[src/sv/rsmf_pkg.sv]
`timescale 1ns / 1ps
// rsmf_pkg: shared constants, codes and types of the ring slot message framer
// no dependencies; imported by the framer unit, rsmf_front, rsmf_queue and rsmf_back

package rsmf_pkg;

    localparam int RING_SLOTS = 32;
    localparam int SLOT_W     = $clog2(RING_SLOTS);
    // wide enough to hold both the 5-bit freed slot field and RING_SLOTS
    localparam int FREE_W     = ((SLOT_W > 5) ? SLOT_W : 5) + 1;

    localparam int QDEPTH     = 4;
    localparam int QPTR_W     = $clog2(QDEPTH);

    localparam logic [1:0] OP_START   = 2'd0;
    localparam logic [1:0] OP_PAYLOAD = 2'd1;
    localparam logic [1:0] OP_RELEASE = 2'd2;

    localparam logic [1:0] ST_OK   = 2'd0;
    localparam logic [1:0] ST_FULL = 2'd1;
    localparam logic [1:0] ST_BAD  = 2'd2;

    localparam logic [4:0] FLAG_WAITING = 5'd1;
    localparam logic [4:0] FLAG_BEGIN   = 5'd2;
    localparam logic [4:0] FLAG_END     = 5'd4;
    localparam logic [4:0] FLAG_SIZE32  = 5'd8;
    localparam logic [4:0] FLAG_SIZE64  = 5'd16;

    localparam logic [5:0] LAST_OFFSET = 6'd63;

    // one queued job: the writes and status that one input transaction produces
    typedef struct packed {
        logic [SLOT_W-1:0] slot;
        logic [1:0]        status;
        logic [3:0]        data_cnt;
        logic [3:0]        nsize;
        logic [5:0]        base_off;
        logic [62:0]       size;
        logic [7:0]        byte_a;
        logic [7:0]        byte_b;
        logic              close;
        logic [7:0]        flag_val;
        logic              done;
    } t_job;

    function automatic logic [4:0] to_slot5(input logic [SLOT_W-1:0] s);
        logic [SLOT_W+4:0] w;
        w = {{5{1'b0}}, s};
        return w[4:0];
    endfunction

endpackage

[src/sv/rsmf_in_if.sv]
`timescale 1ns / 1ps
// rsmf_in_if: input channel of the framer, valid/ready plus the item fields
// depends on nothing

interface rsmf_in_if;
    logic        valid;
    logic        ready;
    logic [1:0]  operation;
    logic [7:0]  msg_type;
    logic [7:0]  msg_id;
    logic [62:0] msg_size;
    logic [7:0]  payload_byte;
    logic [4:0]  freed_slot;

    modport source (
        output valid, operation, msg_type, msg_id, msg_size, payload_byte, freed_slot,
        input  ready
    );
    modport sink (
        input  valid, operation, msg_type, msg_id, msg_size, payload_byte, freed_slot,
        output ready
    );
endinterface

[src/sv/rsmf_out_if.sv]
`timescale 1ns / 1ps
// rsmf_out_if: result channel of the framer, valid/ready plus the result fields
// depends on nothing

interface rsmf_out_if;
    logic       valid;
    logic       ready;
    logic       write_valid;
    logic [4:0] slot;
    logic [5:0] offset;
    logic [7:0] byte_value;
    logic [1:0] status;
    logic       message_done;
    logic       last;

    modport source (
        output valid, write_valid, slot, offset, byte_value, status, message_done, last,
        input  ready
    );
    modport sink (
        input  valid, write_valid, slot, offset, byte_value, status, message_done, last,
        output ready
    );
endinterface

[src/sv/ring_slot_message_framer_unit.sv]
`timescale 1ns / 1ps
// Ring slot message framer: cuts messages into 64-byte ring slots and emits
// byte writes for headers, payload and slot flag bytes.
// Input channel i_in: one transaction per start, payload byte or slot release.
// Output channel o_out: one transaction per byte write into the ring, or one
// status-only transaction for items that write nothing; last marks the final
// result of each input transaction.
// The first result of an item passes through the job queue and then the
// registered output stage before it is presented on o_out.
// Throughput: one input item per cycle while the queue is not full. Results
// leave at one per cycle while o_out.ready is high: a payload byte gives one,
// or two when it closes a slot; a start gives 2 to 10, or 1 when rejected.
// The front part updates all framing state at acceptance and queues one job
// per item in a 4-entry queue; i_in.ready drops only while that queue is full.
// Receiver stall: o_out holds its result while o_out.ready is low; the queue
// absorbs following items until it fills.
// Reset (synchronous, active low): ring empty, no message open, queue and
// output stage empty.
// Depends on rsmf_pkg, rsmf_in_if, rsmf_out_if, rsmf_front, rsmf_queue, rsmf_back.

module ring_slot_message_framer_unit import rsmf_pkg::*; (
    input  logic        i_clk,
    input  logic        i_rst_n,
    rsmf_in_if.sink     i_in,
    rsmf_out_if.source  o_out
);

    logic q_full;
    logic q_push;
    logic q_pop;
    logic q_valid;
    t_job front_job;
    t_job head_job;

    rsmf_front u_front (
        .i_clk   (i_clk),
        .i_rst_n (i_rst_n),
        .i_in    (i_in),
        .i_full  (q_full),
        .o_push  (q_push),
        .o_job   (front_job)
    );

    rsmf_queue u_queue (
        .i_clk   (i_clk),
        .i_rst_n (i_rst_n),
        .i_push  (q_push),
        .i_job   (front_job),
        .o_full  (q_full),
        .i_pop   (q_pop),
        .o_valid (q_valid),
        .o_job   (head_job)
    );

    rsmf_back u_back (
        .i_clk   (i_clk),
        .i_rst_n (i_rst_n),
        .i_valid (q_valid),
        .i_job   (head_job),
        .o_pop   (q_pop),
        .o_out   (o_out)
    );

endmodule

[src/sv/rsmf_front.sv]
`timescale 1ns / 1ps
// rsmf_front: accepts input transactions, keeps the framing state and ring
// busy bits, and turns each transaction into one job; uses rsmf_pkg, rsmf_in_if

module rsmf_front import rsmf_pkg::*; (
    input  logic         i_clk,
    input  logic         i_rst_n,
    rsmf_in_if.sink      i_in,
    input  logic         i_full,
    output logic         o_push,
    output t_job         o_job
);

    logic [SLOT_W-1:0]     r_next_slot, n_next_slot;
    logic [RING_SLOTS-1:0] r_busy, n_busy;
    logic                  r_in_msg, n_in_msg;
    logic [62:0]           r_rem, n_rem;       // bytes still to send
    logic                  r_slot_open, n_slot_open;
    logic [5:0]            r_fill, n_fill;
    logic [5:0]            r_end, n_end;
    logic [4:0]            r_flags, n_flags;

    logic              accept;
    logic              busy_cur;
    logic [SLOT_W-1:0] slot_adv;
    logic              short_msg, big;
    logic [3:0]        nsize;
    logic [4:0]        sflags;
    logic [5:0]        hoff;
    logic [5:0]        pf, pe;
    logic [4:0]        pfl;
    logic              pclose;
    logic [FREE_W-1:0] free_ext;

    assign i_in.ready = !i_full;
    assign accept     = i_in.valid && i_in.ready;
    assign o_push     = accept;
    assign busy_cur   = r_busy[r_next_slot];
    assign slot_adv   = (r_next_slot == SLOT_W'(RING_SLOTS - 1)) ? '0
                                                                  : r_next_slot + 1'b1;
    assign free_ext   = FREE_W'(i_in.freed_slot);

    // start header layout
    assign short_msg = (i_in.msg_size <= 63'd61);
    assign big       = |i_in.msg_size[62:32];
    assign nsize     = short_msg ? 4'd0 : (big ? 4'd8 : 4'd4);
    assign sflags    = FLAG_BEGIN | (short_msg ? FLAG_END : 5'd0)
                     | ((!short_msg && !big) ? FLAG_SIZE32 : 5'd0)
                     | (big ? FLAG_SIZE64 : 5'd0);
    assign hoff      = 6'(nsize) + 6'd3;

    // payload slot view, opening a fresh slot when none is open
    always_comb begin
        if (r_slot_open) begin
            pf  = r_fill;
            pe  = r_end;
            pfl = r_flags;
        end else begin
            pf = 6'd1;
            if (r_rem[62:6] == '0) begin
                pe  = r_rem[5:0];
                pfl = FLAG_END;
            end else begin
                pe  = LAST_OFFSET;
                pfl = 5'd0;
            end
        end
        pclose = (pf >= pe);
    end

    always_comb begin
        n_next_slot = r_next_slot;
        n_busy      = r_busy;
        n_in_msg    = r_in_msg;
        n_rem       = r_rem;
        n_slot_open = r_slot_open;
        n_fill      = r_fill;
        n_end       = r_end;
        n_flags     = r_flags;

        o_job          = '0;
        o_job.slot     = r_next_slot;
        o_job.status   = ST_OK;
        o_job.size     = i_in.msg_size;
        o_job.byte_a   = i_in.payload_byte;

        case (i_in.operation)
            OP_START: begin
                if (r_in_msg) begin
                    o_job.status = ST_BAD;
                end else if (busy_cur) begin
                    o_job.status = ST_FULL;
                end else begin
                    n_in_msg       = 1'b1;
                    n_rem          = i_in.msg_size;
                    n_slot_open    = 1'b1;
                    n_flags        = sflags;
                    n_fill         = hoff;
                    o_job.data_cnt = nsize + 4'd2;
                    o_job.nsize    = nsize;
                    o_job.base_off = 6'd1;
                    o_job.byte_a   = i_in.msg_type;
                    o_job.byte_b   = i_in.msg_id;
                    o_job.flag_val = {3'b000, sflags | FLAG_WAITING};
                    o_job.done     = 1'b1;
                    if (short_msg) begin
                        if (i_in.msg_size == '0) begin
                            // empty message closes its only slot right away
                            n_end                = hoff;
                            n_busy[r_next_slot]  = 1'b1;
                            n_next_slot          = slot_adv;
                            n_slot_open          = 1'b0;
                            n_in_msg             = 1'b0;
                            o_job.close          = 1'b1;
                        end else begin
                            n_end = 6'd2 + i_in.msg_size[5:0];
                        end
                    end else begin
                        n_end = LAST_OFFSET;
                    end
                end
            end
            OP_PAYLOAD: begin
                if (!r_in_msg) begin
                    o_job.status = ST_BAD;
                end else if (!r_slot_open && busy_cur) begin
                    o_job.status = ST_FULL;
                end else begin
                    n_end          = pe;
                    n_flags        = pfl;
                    n_rem          = r_rem - 63'd1;
                    o_job.data_cnt = 4'd1;
                    o_job.base_off = pf;
                    o_job.close    = pclose;
                    o_job.flag_val = {3'b000, pfl | FLAG_WAITING};
                    o_job.done     = (r_rem[62:1] == '0);
                    if (pclose) begin
                        n_fill              = pf;
                        n_busy[r_next_slot] = 1'b1;
                        n_next_slot         = slot_adv;
                        n_slot_open         = 1'b0;
                        if (r_rem[62:1] == '0) begin
                            n_in_msg = 1'b0;
                        end
                    end else begin
                        n_slot_open = 1'b1;
                        n_fill      = pf + 6'd1;
                    end
                end
            end
            OP_RELEASE: begin
                if (free_ext < FREE_W'(RING_SLOTS)) begin
                    n_busy[free_ext[SLOT_W-1:0]] = 1'b0;
                end else begin
                    o_job.status = ST_BAD;
                end
            end
            default: begin
                o_job.status = ST_BAD;
            end
        endcase
    end

    always_ff @(posedge i_clk) begin
        if (!i_rst_n) begin
            r_next_slot <= '0;
            r_busy      <= '0;
            r_in_msg    <= 1'b0;
            r_rem       <= '0;
            r_slot_open <= 1'b0;
            r_fill      <= '0;
            r_end       <= '0;
            r_flags     <= '0;
        end else if (accept) begin
            r_next_slot <= n_next_slot;
            r_busy      <= n_busy;
            r_in_msg    <= n_in_msg;
            r_rem       <= n_rem;
            r_slot_open <= n_slot_open;
            r_fill      <= n_fill;
            r_end       <= n_end;
            r_flags     <= n_flags;
        end
    end

endmodule

[src/sv/rsmf_queue.sv]
`timescale 1ns / 1ps
// rsmf_queue: short job queue between the front and the back part
// uses rsmf_pkg for the job type and depth

module rsmf_queue import rsmf_pkg::*; (
    input  logic i_clk,
    input  logic i_rst_n,
    input  logic i_push,
    input  t_job i_job,
    output logic o_full,
    input  logic i_pop,
    output logic o_valid,
    output t_job o_job
);

    t_job              r_mem [QDEPTH];
    logic [QPTR_W-1:0] r_wr, r_rd;
    logic [QPTR_W:0]   r_count;

    assign o_full  = (r_count == (QPTR_W+1)'(QDEPTH));
    assign o_valid = (r_count != '0);
    assign o_job   = r_mem[r_rd];

    always_ff @(posedge i_clk) begin
        if (i_push) begin
            r_mem[r_wr] <= i_job;
        end
    end

    always_ff @(posedge i_clk) begin
        if (!i_rst_n) begin
            r_wr    <= '0;
            r_rd    <= '0;
            r_count <= '0;
        end else begin
            if (i_push) begin
                r_wr <= r_wr + 1'b1;
            end
            if (i_pop) begin
                r_rd <= r_rd + 1'b1;
            end
            if (i_push && !i_pop) begin
                r_count <= r_count + 1'b1;
            end else if (i_pop && !i_push) begin
                r_count <= r_count - 1'b1;
            end
        end
    end

    a_no_overflow: assert property (@(posedge i_clk) disable iff (!i_rst_n)
        !(i_push && o_full))
        else $error("job pushed into a full queue");

    a_no_underflow: assert property (@(posedge i_clk) disable iff (!i_rst_n)
        !(i_pop && !o_valid))
        else $error("job popped from an empty queue");

    a_count_range: assert property (@(posedge i_clk) disable iff (!i_rst_n)
        r_count <= (QPTR_W+1)'(QDEPTH))
        else $error("queue fill count out of range");

    a_count_push: assert property (@(posedge i_clk) disable iff (!i_rst_n)
        (i_push && !i_pop) |=> (r_count == $past(r_count) + 1'b1))
        else $error("queue fill count missed a push");

endmodule

[src/sv/rsmf_back.sv]
`timescale 1ns / 1ps
// rsmf_back: expands queued jobs into result transactions, one per cycle while
// o_out.ready is high, into a registered output stage; uses rsmf_pkg, rsmf_out_if

module rsmf_back import rsmf_pkg::*; (
    input  logic        i_clk,
    input  logic        i_rst_n,
    input  logic        i_valid,
    input  t_job        i_job,
    output logic        o_pop,
    rsmf_out_if.source  o_out
);

    logic [3:0]  r_step;
    logic        r_valid;
    logic        r_write_valid;
    logic [4:0]  r_slot;
    logic [5:0]  r_offset;
    logic [7:0]  r_byte;
    logic [1:0]  r_status;
    logic        r_done;
    logic        r_last;

    logic [3:0]  total;
    logic        step_last;
    logic        advance;
    logic [63:0] size64;
    logic        n_write_valid;
    logic [5:0]  n_offset;
    logic [7:0]  n_byte;
    logic        n_done;

    assign total     = i_job.data_cnt + {3'b000, i_job.close};
    assign step_last = (total == 4'd0) || (r_step == total - 4'd1);
    assign advance   = i_valid && (!r_valid || o_out.ready);
    assign o_pop     = advance && step_last;
    assign size64    = {1'b0, i_job.size};

    always_comb begin
        n_write_valid = 1'b0;
        n_offset      = 6'd0;
        n_byte        = 8'd0;
        n_done        = 1'b0;
        if (total != 4'd0) begin
            n_write_valid = 1'b1;
            if (r_step < i_job.data_cnt) begin
                n_offset = i_job.base_off + {2'b00, r_step};
                if (r_step < i_job.nsize) begin
                    // little-endian size bytes
                    n_byte = size64[{r_step[2:0], 3'b000} +: 8];
                end else if (r_step == i_job.nsize) begin
                    n_byte = i_job.byte_a;
                end else begin
                    n_byte = i_job.byte_b;
                end
            end else begin
                // flag byte that closes the slot
                n_byte = i_job.flag_val;
                n_done = i_job.done;
            end
        end
    end

    always_ff @(posedge i_clk) begin
        if (!i_rst_n) begin
            r_step  <= '0;
            r_valid <= 1'b0;
        end else if (advance) begin
            r_valid <= 1'b1;
            r_step  <= step_last ? 4'd0 : r_step + 4'd1;
        end else if (o_out.ready) begin
            r_valid <= 1'b0;
        end
    end

    always_ff @(posedge i_clk) begin
        if (advance) begin
            r_write_valid <= n_write_valid;
            r_slot        <= to_slot5(i_job.slot);
            r_offset      <= n_offset;
            r_byte        <= n_byte;
            r_status      <= i_job.status;
            r_done        <= n_done;
            r_last        <= step_last;
        end
    end

    assign o_out.valid        = r_valid;
    assign o_out.write_valid  = r_write_valid;
    assign o_out.slot         = r_slot;
    assign o_out.offset       = r_offset;
    assign o_out.byte_value   = r_byte;
    assign o_out.status       = r_status;
    assign o_out.message_done = r_done;
    assign o_out.last         = r_last;

endmodule
[src/flat_wrapper.sv]
// flat-port wrapper written by rule: the top's interface ports become plain ports
module ring_slot_message_framer_unit_flat import rsmf_pkg::*;
  (i_clk, i_rst_n, i_in_valid, i_in_operation, i_in_msg_type, i_in_msg_id, i_in_msg_size, i_in_payload_byte, i_in_freed_slot, i_in_ready, o_out_valid, o_out_write_valid, o_out_slot, o_out_offset, o_out_byte_value, o_out_status, o_out_message_done, o_out_last, o_out_ready);
  rsmf_in_if i_in_i ();
  rsmf_out_if o_out_i ();
  input  logic i_clk;
  input  logic i_rst_n;
  input wire logic [$bits(i_in_i.valid)-1:0] i_in_valid;
  input wire logic [$bits(i_in_i.operation)-1:0] i_in_operation;
  input wire logic [$bits(i_in_i.msg_type)-1:0] i_in_msg_type;
  input wire logic [$bits(i_in_i.msg_id)-1:0] i_in_msg_id;
  input wire logic [$bits(i_in_i.msg_size)-1:0] i_in_msg_size;
  input wire logic [$bits(i_in_i.payload_byte)-1:0] i_in_payload_byte;
  input wire logic [$bits(i_in_i.freed_slot)-1:0] i_in_freed_slot;
  output wire logic [$bits(i_in_i.ready)-1:0] i_in_ready;
  output wire logic [$bits(o_out_i.valid)-1:0] o_out_valid;
  output wire logic [$bits(o_out_i.write_valid)-1:0] o_out_write_valid;
  output wire logic [$bits(o_out_i.slot)-1:0] o_out_slot;
  output wire logic [$bits(o_out_i.offset)-1:0] o_out_offset;
  output wire logic [$bits(o_out_i.byte_value)-1:0] o_out_byte_value;
  output wire logic [$bits(o_out_i.status)-1:0] o_out_status;
  output wire logic [$bits(o_out_i.message_done)-1:0] o_out_message_done;
  output wire logic [$bits(o_out_i.last)-1:0] o_out_last;
  input wire logic [$bits(o_out_i.ready)-1:0] o_out_ready;
  assign i_in_i.valid = i_in_valid;
  assign i_in_i.operation = i_in_operation;
  assign i_in_i.msg_type = i_in_msg_type;
  assign i_in_i.msg_id = i_in_msg_id;
  assign i_in_i.msg_size = i_in_msg_size;
  assign i_in_i.payload_byte = i_in_payload_byte;
  assign i_in_i.freed_slot = i_in_freed_slot;
  assign i_in_ready = i_in_i.ready;
  assign o_out_valid = o_out_i.valid;
  assign o_out_write_valid = o_out_i.write_valid;
  assign o_out_slot = o_out_i.slot;
  assign o_out_offset = o_out_i.offset;
  assign o_out_byte_value = o_out_i.byte_value;
  assign o_out_status = o_out_i.status;
  assign o_out_message_done = o_out_i.message_done;
  assign o_out_last = o_out_i.last;
  assign o_out_i.ready = o_out_ready;
  ring_slot_message_framer_unit u_core (.i_clk(i_clk), .i_rst_n(i_rst_n), .i_in(i_in_i), .o_out(o_out_i));
endmodule
[config.mk]
export PLATFORM = sky130hd
export DESIGN_NAME = ring_slot_message_framer_unit_flat
export DESIGN_NICKNAME = d
export VERILOG_FILES = /design/src/sv/rsmf_pkg.sv /design/src/sv/rsmf_in_if.sv /design/src/sv/rsmf_out_if.sv /design/src/sv/ring_slot_message_framer_unit.sv /design/src/sv/rsmf_front.sv /design/src/sv/rsmf_queue.sv /design/src/sv/rsmf_back.sv /design/src/flat_wrapper.sv
export SDC_FILE = /design/constraint.sdc
export NUM_CORES = 1
export LEC_CHECK = 0
export BUFFER_PORTS_ARGS = -buffer_cell sky130_fd_sc_hd__buf_2
export CAP_MARGIN = 10
export CORE_MARGIN = 2
export CORE_UTILIZATION = 55
export CTS_CLUSTER_DIAMETER = 30
export DETAILED_ROUTE_END_ITERATION = 7
export GPL_ROUTABILITY_DRIVEN = 0
export PLACE_DENSITY = 0.8
export SYNTH_ARGS = -nofsm -noshare
export SYNTH_HDL_FRONTEND = slang
export SYNTH_SLANG_ARGS = --single-unit
[constraint.sdc]
create_clock -name i_clk -period 6.15 [get_ports i_clk]
set_input_delay 1.23 -clock i_clk [delete_from_list [all_inputs] [get_ports i_clk]]
set_output_delay 1.23 -clock i_clk [all_outputs]
set_load 0.005 [all_outputs]
# Yosys cells after proc, flatten, opt, wreduce, memory -nomap -nowiden
# Memories as Yosys holds them, arrays and structs flattened. A register that Yosys moved wholly into a read port is not among the register bits.
# Cells that the tools add are included.
# word_totals
out_inout_bits,26
input_bits,98
reg_bits,154
latch_bits,0
rom_bits,0
ramBits,440
mem_count,1
# mem_list
memory,depth,word_bits,rd,rd_clocked_by_memory_dff,wr,line_no,text
u_core.u_queue.r_mem,4,110,1,1,1,rsmf_queue.sv:16,t_job r_mem [QDEPTH];
# op_classes
n_mux,108
multipliers,0
bitwise,6
n_lt_le_gt_ge,9
shift,1
n_reduce_logical,36
div,0
n_eq_ne,14
addsub,14
# op_table
cell,count
two-way mux 32 bit,8
two-way mux 63 bit,4
case mux 63 bit (2 select lines),1
two-way mux 6 bit,16
case mux 32 bit (3 select lines),1
two-way mux 5 bit,14
indexed part select 64 x 7 -> 8 bit,1
less-or-equal comparator 63 x 6 -> 1 bit (second input constant),1
logical NOT 63 bit,1
subtractor 63 x 1 -> 63 bit (second input constant),1
logical NOT 62 bit,1
logical NOT 57 bit,1
two-way mux 26 bit,2
case mux 6 bit (2 select lines),3
bitwise AND 32 bit,1
NOT 32 bit,1
OR 32 bit,1
OR reduction 31 bit,1
two-way mux 14 bit,2
two-way mux 1 bit,27
two-way mux 8 bit,3
two-way mux 10 bit,2
two-way mux 4 bit,5
case mux 10 bit (2 select lines),1
other kinds (47),89

# Logic depth before layout (Yosys ltp)
# Gate-level depths: netlist of run 1.
# depth
word_depth,10
depth_mapped,22
mapped_depth_nobuf,16

# By module
# A second synthesis of run 1 with hierarchy kept.
# hier_totals
cells_unflattened,1958
hier_area_um2,27246.1
# by_module_without_submodules
mod,area_each_um2,seq_area_each_um2,n_inst,cells_each
rsmf_queue,16323.2,13392.8,1,617
rsmf_front,8615.8,2362.3,1,1153
rsmf_back,2307.2,820.8,1,188

# Least setup slack after synthesis of run 1
# OpenSTA, ideal clock, no wires.
# synth_timing
kind,reg2reg
startpoint,register with a tool-made name
endpoint,register u_core.u_queue.r_count[2]
period_less_slack_ps,5124
arrival_time_ps,5053
n_path_buf,6
path_stages_with_launch,23
path_slack_ps,1026
path_cell_list,dfxtp_1 buf_2 buf_2 buf_2 buf_2 buf_2 buf_2 mux4_2 ha_1 ha_1 inv_1 ha_1 xnor2_1 xnor2_1 nand3_1 o21ai_1 nand2_1 ha_1 inv_1 fa_1 xor2_1 or3_1 a21oi_1
# synth_rtl
element,line_no,text
end signal: assignment,rsmf_queue.sv:43,r_count <= r_count + 1'b1;
end signal: assignment,rsmf_queue.sv:45,r_count <= r_count - 1'b1;
end: declaration,rsmf_queue.sv:18,logic [QPTR_W:0] r_count;

# Final worst setup path of run 1
# layout_timing
startpoint,register u_core.u_front.r_rem[25]
endpoint,register u_core.u_front.r_next_slot[3]
# layout_between
elab_chain_len,6
# layout_lines
element,line_no,text
start: declaration,rsmf_front.sv:17,"logic [62:0] r_rem, n_rem;"
start signal: assignment,rsmf_front.sv:178,r_rem <= n_rem;
logical NOT 57 bit,rsmf_front.sv:60,if (r_rem[62:6] == '0) begin
two-way mux 6 bit,rsmf_front.sv:60,
two-way mux 6 bit,rsmf_front.sv:54,if (r_slot_open) begin
greater-or-equal comparator 6 bit,rsmf_front.sv:68,pclose = (pf >= pe);
inequality test 2 bit (no line),n/a,
AND reduction 9 bit (no line),n/a,
end signal: assignment,rsmf_front.sv:175,r_next_slot <= n_next_slot;
end: declaration,rsmf_front.sv:14,"logic [SLOT_W-1:0] r_next_slot, n_next_slot;"
# No other way between the ends.
# A chain may end at the register's enable or synchronous reset.

==> flow_summary.toml, run 1 <==
[outcome]
run_status = "complete, no violations"

[power_and_ir_drop]
p_per_area_nw_per_um2 = 444
p_leak_nw = 10.5
ir_drop_v = 0.000245

[detailed_routing]
met2_length_um = 33900
wl_um = 72700
dr.pass1.iters = 8
wl_met3_um = 8490
vias = 18900
wl_per_cell_um = 26.7
ant_nets = 0
drt-initial-drc-count = 2863
wl_met1_um = 26400
drc = 0
maxUsedRoutingLayer = "met5"
vias_per_cell = 6.94

[clock_tree]
htreeDepth = 3
numClockSinks = 576
cts_resized = 0
post_cts_buffers = 0
clk_pin_slew_worst_paths_ns = 0.05
clock_tree.buffer_depth = 3
cts_hold_buf = 0
cts_root_buffer = "clkbuf_16"
cts_inserted_buffers = 106
cts_tree = "built"
clk_latency_ns = 0.66

[sta]
finalCriticalPeriod_ns = 4.89
period_share_pct = 79.6
layout_setup_ws_ns = 1.26
final_hold_viol_count = 0
fmax_mhz = 204
clock_skew_ns = 0.0316
setup_viol = 0
fin_setup_tns_ns = 0
rsz0062_at_grt = "no"
max_slew_margin_pct = 28.5
worstMarginPinSlew_ns = 1.07
drv_slew = 0

[setup_path]
cp-start-kind = "register"
critPathKind = "register to register"
worstPathArrival_ns = 5.43
cp-end-kind = "register"
required_ns = 6.69
cp_max_fo = 9

[placed_design]
hpwl_um = 42700
port_buffers = 123
pre_cts_slack_ns = 1.12

[finish]
final_common_cell = "edfxtp_1"
layout_common_cells = "edfxtp_1 (444), dfxtp_1 (129), buf_2 (123)"
fillers = 3076
final_nets = 2153
drive_gt1_share_pct = 24.2
area.growth.synth_to_final_pct = 18.9

[synthesis]
async_flop_share_pct = 0
syn_nets = 2027
yosysUniqueCellTypes = 78
ys_dominant_reg_cell = "edfxtp_1"
yosysTopAreaCellShare_pct = 51.7
seq_area_frac_synth_pct = 61.9
ys_warn_count = 0
synthCells = 1892
synth_area_leaders = "edfxtp_1 (52%), mux4_2 (11%), dfxtp_1 (10%)"
ys_ff_latch = 576
netlist_area_sq_um = 25800
yosysTopAreaCell = "edfxtp_1"
synth_edf_count = 444
syn_avg_cell_area_sq_um = 13.6

[die]
die_h_um = 221
die-area_sq_um = 48600
die_x_um = 221
fp.coreArea_sq_um = 46500
num_rows = 79
start_util_pct = 55.5
pin_count = 124

[grt]
grt_pass1_wl_um = 110000
grt_pass1_vias = 18500
grt-ovfl-total = 0
grt_max_degree = 92
antenna_found_initial = 6
grt.total_usage_pct = 30.2

[min_path]
min_path_type = "register to register"

[job]
cap_viol_max_count = 0
## kinds of logic after synthesis
group	Yosys count	synth area share [%]
multiplexers	157	12.0
flip-flops	576	61.9
AO/OA/AOI/OAI	422	10.6
XOR/XNOR	20	0.733
AND/OR/NAND/NOR	501	10.1
buffers and inverters	179	2.76
adder cells (fa/ha/maj)	37	1.85
## power breakdown
group,internal [W],total (W),switching (W),leakage (nW)
clock network,0.00381,0.00590,0.00209,1.76
registers,0.00475,0.00498,0.000232,5.19
logic,0.00107,0.00272,0.00165,3.53
## through the flow
| step | util, % | hold WS (ns) | power (W) | cell area (sq um) | std cells |
|---|---|---|---|---|---|
| 2_1_floorplan | - | 0.441 | 0.00676 | 25800 | 1892 |
| 3_3_place_gp | 58.0 | 0.452 | 0.00756 | 26900 | 2516 |
| 3_5_place_dp | 58.0 | 0.460 | 0.00766 | 26900 | 2516 |
| 4_1_cts | 65.9 | 0.467 | 0.0136 | 30600 | 2717 |
| 5_1_grt | 66.0 | 0.498 | 0.0140 | 30600 | 2722 |
| 6_report | 66.0 | 0.469 | 0.0136 | 30700 | 2724 |
## state kept, by name, summed over array words and instances, names as in the netlist, 6 cells and up, named ones only
name                            flops
u_core.u_queue.r_mem              420
u_core.u_front.r_end                6
u_core.u_front.r_busy              32
u_core.u_back.o_out.offset          6
u_core.u_front.r_rem               63
u_core.u_back.o_out.byte_value      8
u_core.u_front.r_fill               6
## critical path, stage by stage, from the launching register on
cell,delay [ns]
dfxtp_1,0.36
or4_1,0.74
nor4_4,0.40
nand2_1,0.15
nand4b_1,0.49
o22a_1,0.31
ha_1,0.26
or3b_2,0.46
o2111ai_1,0.13
a21oi_1,0.17
a32o_1,0.27
a221oi_1,0.61
o311ai_0,0.28
o41ai_1,0.14
## routing by layer
layer | up-vias | track usage [%]
met5 | - | 0
met4 | 4 | 16.4
met1 | 9180 | 39.8
li1 | 7882 | -
met2 | 1497 | 46.8
met3 | 333 | 7.02
## cells in the mapped netlist (21+ instances only)
cell and count:
a21oi_1 100, a22oi_1 21, and3_1 24, buf_2 22, clkbuf_1 103, dfxtp_1 132, edfxtp_1 444, ha_1 35
inv_1 37, mux2i_1 26, mux4_2 121, nand2_1 109, nand3_1 32, nand4_1 57, nor2_1 91, nor3_1 61
nor4_1 43, o2111ai_1 37, o21ai_0 108, o22ai_1 22, o31ai_1 35
## cell type report
class | instances | area [sq um] | area share, %
Sequential cell | 576 | 16000 | 52.1
Multi-Input combinational cell | 1137 | 9180 | 29.9
Clock buffer | 121 | 2790 | 9.11
Timing Repair Buffer | 157 | 891 | 2.91
Clock inverter | 80 | 886 | 2.89
Tap cell | 607 | 759 | 2.48
Inverter | 40 | 150 | 0.490
Antenna cell | 6 | 15.0 | 0.0490
## path summary, 6_finish.rpt
kind | from | end | cells after the start | slack, ns
min reg2reg | u_core.u_front.r_flags[2] | u_core.u_front.r_flags[2] | 2 | 0.47
max reg2reg | u_core.u_front.r_rem[25] | u_core.u_front.r_next_slot[3] | 13 | 1.26
min | u_core.u_front.r_flags[2] | u_core.u_front.r_flags[2] | 2 | 0.47
max | u_core.u_front.r_rem[25] | u_core.u_front.r_next_slot[3] | 13 | 1.26
Note: power is estimated with default switching activity, not from simulation.
==> run 2: changes to the inputs <==
==> constraint.sdc (replaced) <==
create_clock -name i_clk -period 5 [get_ports i_clk]
set_input_delay 1 -clock i_clk [delete_from_list [all_inputs] [get_ports i_clk]]
set_output_delay 1 -clock i_clk [all_outputs]
set_load 0.005 [all_outputs]
==> flow_summary.toml, run 2 (same netlist as run 1, synthesis figures left out) <==
[power_and_ir_drop]
ir_drop_v = 0.000331
switching_power_w = 0.00467
p_leak_nw = 10.5
p_per_area_nw_per_um2 = 547
power_frac_seq_pct = 36.2
p_int_w = 0.0121
combPwrFrac_pct = 20.0
power_w = 0.0168
sw_frac_of_total_pct = 27.8
power_frac_clock_pct = 43.8

[sta]
final_hold_viol_count = 0
clock_skew_ns = 0.0285
setup_viol = 0
worstMarginPinSlew_ns = 1.15
max_slew_margin_pct = 23.2
fmax_mhz = 211
fin_setup_tns_ns = 0
drv_slew = 0
period_share_pct = 94.8
finalCriticalPeriod_ns = 4.74
rsz0062_at_grt = "no"

[die]
die_x_um = 221
num_rows = 79
die-area_sq_um = 48600
start_util_pct = 55.5
die_h_um = 221
fp.coreArea_sq_um = 46500
pin_count = 124

[clock_tree]
cts_tree = "built"
clk_latency_ns = 0.63
cts_root_buffer = "clkbuf_16"
numClockSinks = 576
cts_inserted_buffers = 100
htreeDepth = 3
clk_pin_slew_worst_paths_ns = 0.05
clock_tree.buffer_depth = 3
post_cts_buffers = 0

[finish]
postLayoutCoreUtil_pct = 66.0
final_nets = 2151
largest_register_ffs = 420
drive_gt1_share_pct = 23.9
reg.largest.list = "u_core.u_queue.r_mem x420, u_core.u_front.r_rem x63, u_core.u_front.r_busy x32"
layout_common_cells = "edfxtp_1 (444), dfxtp_1 (130), buf_2 (123)"
fillers = 3080
largest_register = "u_core.u_queue.r_mem"
area.growth.synth_to_final_pct = 18.9
final_common_cell = "edfxtp_1"

[setup_path]
cp_max_fo = 36
cp-end-kind = "register"
r2r_start = "u_core.u_front.r_rem[25]"
critPathKind = "register to register"
required_ns = 5.48
cp-startpoint = "u_core.u_front.r_rem[25]"
cp-start-kind = "register"
worstPathArrival_ns = 5.22
reg2reg_slack_ns = 0.26

[detailed_routing]
dr.pass1.iters = 7
wl_um = 72300
vias = 18800
drt-initial-drc-count = 2809
vias_per_cell = 6.95
ant_nets = 0
wl_per_cell_um = 26.7
drc = 0

[grt]
grt_pass1_vias = 18800
grt_max_degree = 103
grt.total_usage_pct = 30.1
antenna_found_initial = 10
grt_pass1_wl_um = 110000
grt-ovfl-total = 0

[min_path]
min_path_type = "register to register"
min_from = "u_core.u_front.r_rem[60]"

[job]
cap_viol_max_count = 0

[placed_design]
hpwl_um = 43000
port_buffers = 123

[outcome]
run_status = "complete, no violations"
[run 2: changes by cell type in the layout (fill, tap and decap cells not counted), sizes merged]
cell      change
clkinv       -13
buf           +4
clkinvlp      -2
bufinv       +10
inv           -8
clkbuf        -2
diode         -2
[run 2: path summary, 6_finish.rpt]
check	to	cells after the start
setup / recovery	u_core.u_front.r_busy[12]	13
hold / removal	u_core.u_front.r_rem[60]	2
setup reg to reg	u_core.u_front.r_busy[12]	13
hold reg to reg	u_core.u_front.r_rem[60]	2
[run 2: metrics by stage]
step / hold slack [ns] / setup slack (ns) / area, sq um / instances
6_report: 0.472 / 0.261 / 30700 / 2711
5_1_grt: 0.497 / 0.0213 / 30700 / 2711
4_1_cts: 0.469 / 0.261 / 30700 / 2707
3_5_place_dp: 0.462 / 0.274 / 27000 / 2521
3_3_place_gp: 0.452 / 0.526 / 27000 / 2521
2_1_floorplan: 0.441 / 0.0381 / 25800 / 1892
[run 2: routing by layer]
layer | global-route usage [%] | up-vias | wire, um
li1 | - | 7859 | -
met1 | 37.7 | 9214 | 25900
met2 | 48.4 | 1414 | 34500
met3 | 7.73 | 351 | 7890
met4 | 16.1 | 8 | 4050
met5 | 0 | - | 57
[run 2: repair_timing]
action	CTS	global route
hold buffers	0	0
setup endpoints to repair	0	5
resized for setup	0	1
[run 2: final cells by class]
class,instances,area [sq um],area share (%)
timing repair buffer,161,913,2.98
inverter,40,150,0.490
tap,607,759,2.48
clock buffer,119,2670,8.69
clock inverter,67,1000,3.27
sequential,576,16000,52.1
multi-input combinational,1137,9190,30.0
antenna,4,10.0,0.0326
[run 2: power groups by stage]
| stage | combinational (W) | clock [W] | sequential (W) |
|---|---|---|---|
| after floorplan | 0.00222 | 0 | 0.00610 |
| after global placement | 0.00318 | 0 | 0.00610 |
| after detailed placement | 0.00327 | 0 | 0.00614 |
| after CTS | 0.00333 | 0.00739 | 0.00607 |
| after global routing | 0.00359 | 0.00762 | 0.00611 |
| final | 0.00335 | 0.00735 | 0.00608 |
[run 2: worst max-delay path: stages, from the launching register on]
cell	delay, ns
dfxtp_1	0.35
or4_1	0.73
nor4_4	0.40
nand2_1	0.16
nand4b_1	0.48
o22ai_1	0.32
ha_1	0.30
a2111oi_0	0.51
a21o_1	0.34
nor2_1	0.10
a221o_1	0.37
buf_4	0.25
nand4_1	0.16
a21oi_1	0.09
